--- src/hw/rtl/gnq_ram.sv ---
// gnq_ram: generic single-write, single-read ram with registered read data
// no dependencies
module gnq_ram #(
  parameter int WIDTH = 8,
  parameter int DEPTH = 16
) (
  input  logic                                 clk,
  input  logic                                 we,
  input  logic [(DEPTH>1?$clog2(DEPTH):1)-1:0] waddr,
  input  logic [WIDTH-1:0]                     wdata,
  input  logic                                 re,
  input  logic [(DEPTH>1?$clog2(DEPTH):1)-1:0] raddr,
  output logic [WIDTH-1:0]                     rdata
);
  logic [WIDTH-1:0] mem [DEPTH];

  always_ff @(posedge clk) begin
    if (we) begin
      mem[waddr] <= wdata;
    end
    if (re) begin
      rdata <= mem[raddr];
    end
  end
endmodule

--- config.mk ---
export PLATFORM = sky130hd
export DESIGN_NAME = gnq_ram
export DESIGN_NICKNAME = d
export VERILOG_FILES = /design/src/hw/rtl/gnq_ram.sv
export SDC_FILE = /design/constraint.sdc
export NUM_CORES = 1
export LEC_CHECK = 0
export BUFFER_PORTS_ARGS = -buffer_cell sky130_fd_sc_hd__buf_2
export CELL_PAD_IN_SITES_DETAIL_PLACEMENT = 2
export CELL_PAD_IN_SITES_GLOBAL_PLACEMENT = 2
export CORE_MARGIN = 3
export CORE_UTILIZATION = 50
export DETAILED_ROUTE_END_ITERATION = 7
export PLACE_DENSITY_LB_ADDON = 0.3
export SETUP_SLACK_MARGIN = 0.15
export SLEW_MARGIN = 20
export SYNTH_ARGS = -nofsm -noshare
export SYNTH_HDL_FRONTEND = slang
export SYNTH_SLANG_ARGS = --single-unit
--- constraint.sdc ---
create_clock -name clk -period 2.35 [get_ports clk]
set_input_delay 0.1175 -clock clk [delete_from_list [all_inputs] [get_ports clk]]
set_output_delay 0.1175 -clock clk [all_outputs]
set_load 0.01 [all_outputs]
==> results.cfg, run 1 <==
[logic_synthesis]
ys_seq_area_frac = 0.7812
ys_ff_latch = 136
netlist_area_um2 = 5228
synth_nets = 248
synth_cell_type_count = 18
syn_avg_cell_area_um2 = 22.83
ys.warnings.count = 0
synthCells = 229

[status]
stop_error = [ERROR DPL-0033] detailed placement checks failed during check placement.
lastStage = detailed placement (3_5_place_dp)
status = did not finish

[die]
die_height_um = 108.3
start_util = 0.5251
ios = 27
die_w_um = 108.3
rows = 36

[placement]
io_buffers = 26
hpwl_mm = 8.528
gp_congestion = 0.7469
-- cell usage after synthesis --
master / count / area (um2)
nand3_1: 1 / 5.000
buf_2: 3 / 15.01
mux4_1: 14 / 367.9
nor2b_1: 1 / 6.260
buf_6: 3 / 33.78
nor2_1: 13 / 48.80
and2b_1: 1 / 7.510
clkdlybuf4s25_2: 3 / 30.03
buf_4: 1 / 7.510
and2_1: 1 / 6.260
nor3_1: 4 / 20.02
nand3b_1: 2 / 15.01
nand2_1: 9 / 33.78
mux4_2: 18 / 405.4
nand2b_1: 2 / 12.51
edfxtp_1: 136 / 4084
or3b_2: 1 / 8.760
a22oi_1: 16 / 120.1
-- through the flow --
step	area, um2	hold WS (ps)
after floorplan	5228	216.4
after global placement	5593	496.7
-- cell families after synthesis --
| kind of cell | after synthesis | share of synthesized area |
|---|---|---|
| compound gates | 16 | 0.02298 |
| buf+inv | 10 | 0.01651 |
| simple gates | 35 | 0.03136 |
| mux | 32 | 0.1479 |
| flops | 136 | 0.7812 |
==> run 2: changes to the inputs <==
- CELL_PAD_IN_SITES_DETAIL_PLACEMENT: 2 -> unset
- CELL_PAD_IN_SITES_GLOBAL_PLACEMENT: 2 -> unset
- CORE_UTILIZATION: 50 -> 35
- PLACE_DENSITY_LB_ADDON: 0.3 -> 0.15
- SETUP_SLACK_MARGIN: 0.15 -> unset
==> run 2 against run 1 <==
Against the previous run: the run now ends clean; synthesized area stayed put; synthesized cell count stayed put.
==> results.cfg, run 2 <==
[clock_network]
root_buffer = clkbuf_16
post-cts-setup-buffers = 0
cts_repair_resize_count = 0
cts_sinks = 136
cts_tree = built
ctsHoldBuffers = 0
htree_levels = 4
clock_path_buffers = 2
clkTransAtPathRegs_ps = 50
insertion_delay_ps = 410
cts_made_buffers = 17

[global_route]
grt_overflow = 0
antenna_found_initial = 0
grt_max_degree = 33
grt_pass1_vias = 2620
grtUsageTotal = 0.1400
grt_first_pass_wirelength_mm = 16.01

[die]
rows = 44
core-area_um2 = 14590
die_height_um = 128.2
ios = 27
die_w_um = 128.2
dieArea_um2 = 16440
start_util = 0.3583

[final_layout]
final_common_cell = edfxtp_1
top_register = mem
mostFrequentLayoutCells = edfxtp_1 (136), buf_2 (26), mux4_2 (18)
largest_register_ffs = 128
final_nets = 301
areaGrowthSynthToFinish_pct = 18.72
drive_gt1_frac = 0.2983
largestRegisters = mem x128, rdata x8
n_antenna_cell = 0

[sta]
fin_ws_ps = 868.7
setup_tns_ps = 0
worst_pin_slew_ps = 757.5
relSlewSlack = 0.4939
rsz0062_at_grt = false
layout_min_cycle_time_ps = 1481
maxSlewViolCount = 0
final_hold_viol_count = 0
finalCritPeriodShare = 0.6303
finalSetupViolations = 0
fin_skew_ps = 8.481
fmax_ghz = 0.6751
hold_ws_ps = 80.80

[setup_path]
path_buf_inv = 0
crit_path_start_kind = register
cp_data_arrival_time_ps = 1620
cp_top_family = multiplexers
endpoint_kind = register
crit_required_ps = 2490
critPathSlowestCell = mux4_1
critPathKind = reg2reg
crit_path_max_fanout = 1
crit_chain = mux4_1 -> a22oi_1 -> nand2_1
critPathMaxStageDelay_ps = 500

[logic_synthesis]
synthFlopType = edfxtp_1
netlist_area_um2 = 5228
ys.warnings.count = 0
post-synth-top-count-cell = edfxtp_1
yosysTopAreaCell = edfxtp_1
ys_seq_area_frac = 0.7812
syn_avg_cell_area_um2 = 22.83
ys_ff_latch = 136
synth_top_area_share = 0.7812
synth_nets = 248
synthCells = 229
synth_cell_type_count = 18
synthArstFlopShare = 0
ys_top_cells_by_area = edfxtp_1 (78%), mux4_2 (7.8%), mux4_1 (7.0%), a22oi_1 (2.3%), nor2_1 (0.93%)
yosys-top-cells-count = edfxtp_1 (136), mux4_2 (18), a22oi_1 (16), mux4_1 (14), nor2_1 (13)
synth_edf_count = 136

[detailed_routing]
routed_wl_mm = 10.38
drc = 0
drt_iter0_markers = 148
final_antenna_net_count = 0
num_vias = 2410
vias_per_cell = 5.031
drtPass1Iterations = 4
wl_per_cell_um = 21.66

[placement]
hpwl_mm = 6.484
gp_congestion = 0.6908
pre_cts_slack_ps = 571.5
io_buffers = 26

[power_and_ir_drop]
total_power_uw = 5426
vdd_ir_drop_max_mv = 0.5863
p_leak_uw = 0.002082
p_per_area_nw_per_um2 = 874.3

[status]
status = completed

[job]
maxCapViolations = 0

[min_path]
hold_path_class = in2reg
run 2: cell counts after synthesis:
Identical to the previous run, type by type.
run 2: kinds of logic (layout without fill, tap and decap cells):
kind of cell           count (synthesis)  count (layout)  synth area share
AO/OA/AOI/OAI                         16              16           0.02298
buffers and inverters                 10              76           0.01651
flip-flops                           136             136            0.7812
multiplexers                          32              32            0.1479
AND/OR/NAND/NOR                       35              35           0.03136
run 2: per-stage QoR:
stage | utilization | instance area [um2] | instances
after floorplan | - | 5228 | 229
after global placement | 0.3881 | 5662 | 447
after detailed placement | 0.3881 | 5662 | 447
after CTS | 0.4254 | 6206 | 479
after global routing | 0.4254 | 6206 | 479
final | 0.4254 | 6206 | 479
run 2: worst reg2reg max path, delay by kind of cell (launching register included):
kind | cells | cell delay [ps]
simple gates | 1 | 90
flops | 1 | 350
compound gates | 1 | 290
mux | 1 | 500
run 2: power breakdown:
group	total (uW)	leakage [uW]	switching, uW	internal (uW)
registers	2750	0.00124	13.7	2740
clock network	2420	0.000268	895	1530
logic	253	0.000578	147	106
run 2: cell type report:
| type | count | area, um2 |
|---|---|---|
| Tap cell | 184 | 230.2 |
| Clock buffer | 19 | 432.9 |
| Timing Repair Buffer | 44 | 290.3 |
| Fill cell | 1250 | 8383 |
| Sequential cell | 136 | 4084 |
| Multi-Input combinational cell | 83 | 1057 |
| Clock inverter | 13 | 111.4 |
run 2: path summary, 6_finish.rpt:
check,from,to,slack (ps),depth (start not counted)
worst min-delay path,re,rdata[6],80,1
worst max-delay path,mem[9][2],rdata[2],870,3
worst max register to register,mem[9][2],rdata[2],870,3
worst min register to register,mem[15][6],rdata[6],740,3
run 2: per-layer routing:
metal / up-vias / part of all wire / GRT usage
met5: - / 0 / 0
met1: 1270 / 0.48 / 0.1954
met2: 51 / 0.47 / 0.2096
met4: 0 / 0.010 / 0.04120
met3: 8 / 0.040 / 0.04750
li1: 1081 / - / -
Power figures use the tool's default switching activity.
