**src/hw/rtl/gnq_pkg.sv**
```systemverilog
// gnq_pkg: shared widths, codes and limits of the uniform grid neighbor query unit
// no dependencies
package gnq_pkg;

  localparam int POS_W    = 16;
  localparam int EDGE_W   = 15;
  localparam int IDX_W    = 10;
  localparam int DIM_W    = 6;
  localparam int CFG_W    = 15;
  localparam int CFG_IX_W = 2;
  localparam int QUOT_W   = 16;
  localparam int OUT_CAP  = 64;
  localparam int CNT_W    = $clog2(OUT_CAP + 1);

  localparam int DEF_MAX_COLS   = 32;
  localparam int DEF_MAX_ROWS   = 32;
  localparam int DEF_BUCKET_CAP = 8;
  localparam int DEF_MAX_ITEMS  = 1024;
  localparam int DEF_MAX_SPAN   = 4;

  typedef enum logic [1:0] {
    ACT_CLEAR  = 2'd0,
    ACT_INSERT = 2'd1,
    ACT_QUERY  = 2'd2,
    ACT_NONE   = 2'd3
  } action_t;

  typedef enum logic [1:0] {
    ST_OK    = 2'd0,
    ST_DROP  = 2'd1,
    ST_TRUNC = 2'd2,
    ST_RSVD  = 2'd3
  } status_t;

  typedef enum logic [CFG_IX_W-1:0] {
    REG_COLS = 2'd0,
    REG_ROWS = 2'd1,
    REG_EDGE = 2'd2,
    REG_WRAP = 2'd3
  } reg_ix_t;

  localparam logic [DIM_W-1:0]  RST_COLS = 6'd32;
  localparam logic [DIM_W-1:0]  RST_ROWS = 6'd32;
  localparam logic [EDGE_W-1:0] RST_EDGE = 15'd256;
  localparam logic              RST_WRAP = 1'b1;

endpackage

```
**src/hw/rtl/gnq_div.sv**
```systemverilog
// gnq_div: restoring divider, one quotient bit per cycle
// depends on gnq_pkg
module gnq_div (
  input  logic                               clk,
  input  logic                               rst_n,
  input  logic                               start,
  input  logic [gnq_pkg::QUOT_W-1:0]         dividend,
  input  logic [gnq_pkg::EDGE_W-1:0]         divisor,
  output logic                               done,
  output logic [gnq_pkg::QUOT_W-1:0]         quotient
);
  localparam int QW = gnq_pkg::QUOT_W;
  localparam int CW = $clog2(QW + 1);

  logic [QW-1:0] quot_r;
  logic [QW-1:0] rem_r;
  logic [gnq_pkg::EDGE_W-1:0] dvs_r;
  logic [CW-1:0] cnt_r;
  logic          busy_r;
  logic          done_r;
  logic [QW-1:0] trial;
  logic          fits;

  assign trial = {rem_r[QW-2:0], quot_r[QW-1]};
  assign fits  = trial >= QW'(dvs_r);

  always_ff @(posedge clk) begin
    if (!rst_n) begin
      busy_r <= 1'b0;
      done_r <= 1'b0;
      cnt_r  <= '0;
    end else begin
      done_r <= !start && busy_r && (cnt_r == CW'(1));
      if (start) begin
        busy_r <= 1'b1;
        cnt_r  <= CW'(QW);
        quot_r <= dividend;
        rem_r  <= '0;
        dvs_r  <= divisor;
      end else if (busy_r) begin
        rem_r  <= fits ? trial - QW'(dvs_r) : trial;
        quot_r <= {quot_r[QW-2:0], fits};
        cnt_r  <= cnt_r - CW'(1);
        if (cnt_r == CW'(1)) begin
          busy_r <= 1'b0;
        end
      end
    end
  end

  assign done     = done_r;
  assign quotient = quot_r;
endmodule

```
**config.mk**
```make
export PLATFORM = sky130hd
export DESIGN_NAME = gnq_div
export DESIGN_NICKNAME = d
export VERILOG_FILES = /design/src/hw/rtl/gnq_pkg.sv /design/src/hw/rtl/gnq_div.sv
export SDC_FILE = /design/constraint.sdc
export NUM_CORES = 1
export LEC_CHECK = 0
export BUFFER_PORTS_ARGS = -buffer_cell sky130_fd_sc_hd__buf_2
export CAP_MARGIN = 15
export CELL_PAD_IN_SITES_DETAIL_PLACEMENT = 1
export CELL_PAD_IN_SITES_GLOBAL_PLACEMENT = 2
export CORE_MARGIN = 2
export CORE_UTILIZATION = 40
export CTS_CLUSTER_SIZE = 20
export DETAILED_ROUTE_END_ITERATION = 6
export PLACE_DENSITY_LB_ADDON = 0.1
export SYNTH_ARGS = -nofsm -noshare
export SYNTH_HDL_FRONTEND = slang
export SYNTH_SLANG_ARGS = --single-unit
```
**constraint.sdc**
```tcl
create_clock -name clk -period 3.74 [get_ports clk]
set_clock_uncertainty 0.1 [all_clocks]
set_input_delay 0.561 -clock clk [delete_from_list [all_inputs] [get_ports clk]]
set_output_delay 0.561 -clock clk [all_outputs]
set_load 0.01 [all_outputs]
```
[Word level (Yosys, flattened, before mapping)]
Cells that the tools add are included.
Widths: inputs -> output; s select.
Cells by class
  $add $sub $neg: 2
  magnitude comparators: 1
  equal/unequal tests: 1
  muxes and demuxes: 9
  bitwise gates (word level): 1
  reductions and logical operators: 7
Operators by type and width (count)
  $mux 16: 2
  $mux 15: 2
  $ge 16x15->1: 1
  $sub 15x15->15: 1
  $mux 5: 2
  $eq 5x1->1 const B: 1
  $sub 5x1->5 const B: 1
  $reduce_and 2->1: 2
  $mux 1: 3
  $logic_and 1x1->1: 2
  $reduce_bool 2->1: 1
  $reduce_or 2->1: 1
  $logic_not 1->1: 1
  $not 1->1: 1
Word-level totals
  bits in registers: 53
  output and inout bits: 17
  logic and storage cells: 28

[Logic depth before layout (Yosys ltp)]
  word-level depth: 4
  gate-level depth with buffers: 10
  depth with buffers taken out: 9

[Least setup slack after synthesis]
Ideal clock, no wire load.
  kind: register to register
  start point: register quot_r[15], in the netlist quotient[15]
  end point: register rem_r[4], data pin
  data arrival time: 2.105 ns
  data required time: 3.371 ns
  path slack: 1.266 ns
  stages on the path, launching flop included: 11
  path buffers: 1
  path through: edfxtp_1 > inv_1 > ha_1 > fa_1 > nand2b_1 > a21oi_2 > o21ai_1 > a21oi_4 > buf_6 > mux2i_1 > nor2_1
On the way
  cells in the longest elaborated chain, start to end: 3
Ends and longest elaborated chain
  start, declared: line gnq_div.sv:15  | logic [QW-1:0] quot_r;
  start signal, assigned: line gnq_div.sv:37  | quot_r <= dividend;
  start signal, assigned: line gnq_div.sv:42  | quot_r <= {quot_r[QW-2:0], fits};
  $sub 15x15->15 / $ge 16x15->1 (equally long branches): line gnq_div.sv:41, gnq_div.sv:25
  $mux 15 (*): line gnq_div.sv:41  | rem_r <= fits ? trial - QW'(dvs_r) : trial;
  $mux 15 (*): line gnq_div.sv:40  | end else if (busy_r) begin
  end signal, assigned: line gnq_div.sv:41
  end, declared: line gnq_div.sv:16  | logic [QW-1:0] rem_r;
Every way passes the cells marked *; elsewhere a longest branch is shown, timed or not. The select of a mux whose other input is x is not followed.
A chain may end at the register's enable or synchronous reset.

[Worst setup path after layout]
  start point: register quot_r[15], in the netlist quotient[15]
  end point: register rem_r[8], data pin
The elaborated chain is that of the path after synthesis.

==> impl_results.md <==
- Die width: 91.2 um
- Filler cells: 846
- Hold Crit Start: divisor[9]
- Pwr Total: 1.59 mW
- Clock transition at the registers of the reported paths: 0.10 ns
- PD cells: 456 nW/um^2
- Fin crit period: 2.69 ns
- Critical path's top delay family: adder cells
- First-pass GRT wire length: 11100 um
- GRT busiest layer: met2
- Sequential element share of the synthesized area: 50.0%
- Fmax: 372 MHz
- Final WS setup: 1.05 ns
- Clk sinks: 53
- Flops & latches, synth: 53
- Total number of vias: 2184
- Clock Tree Buf Depth: 2
- Largest net degree at the start of global routing: 34
- Crit path buffers/inverters: 2
- Yosys warnings: 0
- Routing usage on met1: 21.2%
- Share of layout cells above drive strength 1: 29.3%
- Cell taking the most area after synthesis: edfxtp_1
- Layout area overhead: 14.9%
- Outcome: finished, final reports clean
- Critical path arrival: 2.63 ns
- Power share of the combinational group: 29.9%
- Max Slew Vio Count: 0
- Core Rows: 31
- Reg area: 1520 sq um
- Tot GR Track Use: 16.9%
- RSZ-0062 raised after global routing: false
- Final setup violation count: 0
- CP startpoint kind: register
- Share of the synthesized area in the top cell type: 45.4%
- Number of I/O pins: 51
- Synth area leaders: edfxtp_1 (45%), ha_1 (7.0%), mux2_2 (5.9%)
- Root buf cell: clkbuf_8
- Syn nets: 316
- Num CTS Buffers: 5
- Die area: 8310 sq um
- Via density: 5.25
- I/O Buffers: 50
- Worst Path Required: 3.68 ns
- Synth top cells by count: edfxtp_1 (46), inv_1 (23), nand2_1 (21), nor2_1 (21), ha_1 (17)
- Final wirelength: 6670 um
- # diodes: 0
- CTS tree: built
- Cts repair resizes: 0
- CP startpoint: quotient[15]$_DFFE_PP_
- Worst slew pin tran: 0.797 ns
- Sequential power share: 46.0%
- Htree depth: 2
- Area of the multi-input gates: 1380 sq um
- Antenna violations before repair: 0
- DRC violations left: 0
- Initial Util: 41.7%
- Sw power: 0.505 mW
- Dominant synthesized flop cell: edfxtp_1
- Reg2reg start: quotient[15]$_DFFE_PP_
- DRT iter0 DRCs: 78
- Post-synth ARST share: 0%
- Cell Chain, Critical Path: inv_1 > ha_1 > fa_1 > nand2b_1 > a21oi_2 > o21ai_1 > a21oi_4 > buf_4 > mux2i_1 > nor2_1
- Placer Congestion: 0.739
- Clock latency on the worst-skew pair: 0.32 ns
- Slew headroom: 46.9%
- Worst-path fanout max: 12
- Clock share of power: 24.0%
- Post-CTS setup buffer count: 0
- HP Class: primary input to register
- Final hold viol count: 0
- Setup TNS: 0 ns
- VDD IR max: 0.219 mV
- Grt ovf: 0
- Setup WS pre-CTS: 1.03 ns
- Worst path slowest cell: fa_1
- Crit end category: register
- Nets: 368
- Post-CTS Hold Buffers: 0
- Post-synth EDFFs: 46
- Max cap viols: 0
- Synthesized cell area: 3040 sq um
- Worst Path Class, Setup: register to register
- Number of global-route vias before repair: 2287
- Leakage power: 1.42 nW
- Iteration count of the initial detailed-routing pass: 4
- Max stage delay on crit path: 0.40 ns
- Final core occ: 47.9%
- Distinct cells, synth: 51
- GR met3 Demand/Resource: 3.90%
- Syn avg cell area: 11.5 sq um
- HPWL after DPL: 4960 um
- Top-count cell post-synth: edfxtp_1
- Syn Inst Count: 264
- DRT antenna net count: 0
- Period utilization: 71.9%
- Sw Share: 31.7%
- Core Region: 7290 sq um
- Die height: 91.2 um
- Int Power: 1.09 mW
- Mean routed wirelength per cell: 16.0 um
- Met2 usage: 28.6%
==> power by group through the flow <==
stage          Combinational, mW  Clock (mW)  Sequential (mW)
6_report                   0.477       0.383            0.734
2_1_floorplan              0.372           0            0.745
5_1_grt                    0.535       0.410            0.741
4_1_cts                    0.485       0.397            0.735
3_5_place_dp               0.482           0            0.748
3_3_place_gp               0.472           0            0.747
==> flip-flops by register name, indices dropped and copies added (netlist names) <==
| signal | count |
|---|---|
| busy_r | 1 |
| cnt_r | 5 |
| done | 1 |
| dvs_r | 15 |
| quotient | 16 |
| rem_r | 15 |
==> cell type report <==
class,count,area share (%)
Sequential cell,53,43.5
Inverter,24,2.58
Tap cell,99,3.54
Multi-Input combinational cell,179,39.5
Timing Repair Buffer,53,7.81
Clock inverter,1,0.251
Clock buffer,7,2.79
==> placed cells by master, fill, tap and decap left out, types with 4 or more instances in the layout <==
master | synthesis | final
buf_2 | 0 | 50
edfxtp_1 | 46 | 46
inv_1 | 23 | 23
nor2_1 | 21 | 21
nand2_1 | 21 | 21
ha_1 | 17 | 17
mux2_2 | 16 | 16
a21oi_1 | 11 | 11
nand3_1 | 8 | 8
xnor2_1 | 8 | 8
mux2i_1 | 7 | 7
dfxtp_1 | 7 | 7
o21ai_1 | 6 | 6
a211oi_2 | 5 | 5
clkbuf_8 | 0 | 5
o21a_1 | 4 | 4
nor3_1 | 4 | 4
==> stage by stage <==
stage               cells  hold WS [ns]  instance area [sq um]
finish                416         0.314                   3490
global route          416         0.305                   3490
CTS                   416         0.299                   3490
detailed placement    408         0.399                   3390
global placement      408         0.383                   3390
floorplan             264         0.365                   3040
==> cell families after synthesis <==
logic type      Yosys count  synth area share, %
flops                    53                 50.0
compound gates           58                 15.9
buf+inv                  32                 4.57
simple gates             70                 10.7
mux                      23                 8.23
fa+ha+maj                18                 7.65
xor+xnor                 10                 2.88
==> layer usage <==
layer | wire length [um] | vias up
li1 | - | 1073
met1 | 3080 | 1065
met3 | 269 | 6
met2 | 3230 | 40
met4 | 90 | 0
met5 | 0 | -
==> worst paths after layout <==
check / slack (ns) / cells after the start / end
hold / removal: 0.31 / 1 / dvs_r[9]$_DFFE_PP_
setup / recovery: 1.05 / 10 / rem_r[8]$_SDFFCE_PP0P_
hold reg to reg: 0.41 / 2 / cnt_r[1]$_SDFFE_PP0P_
setup reg to reg: 1.05 / 10 / rem_r[8]$_SDFFCE_PP0P_
No activity file was read; power rests on OpenSTA's default activity.
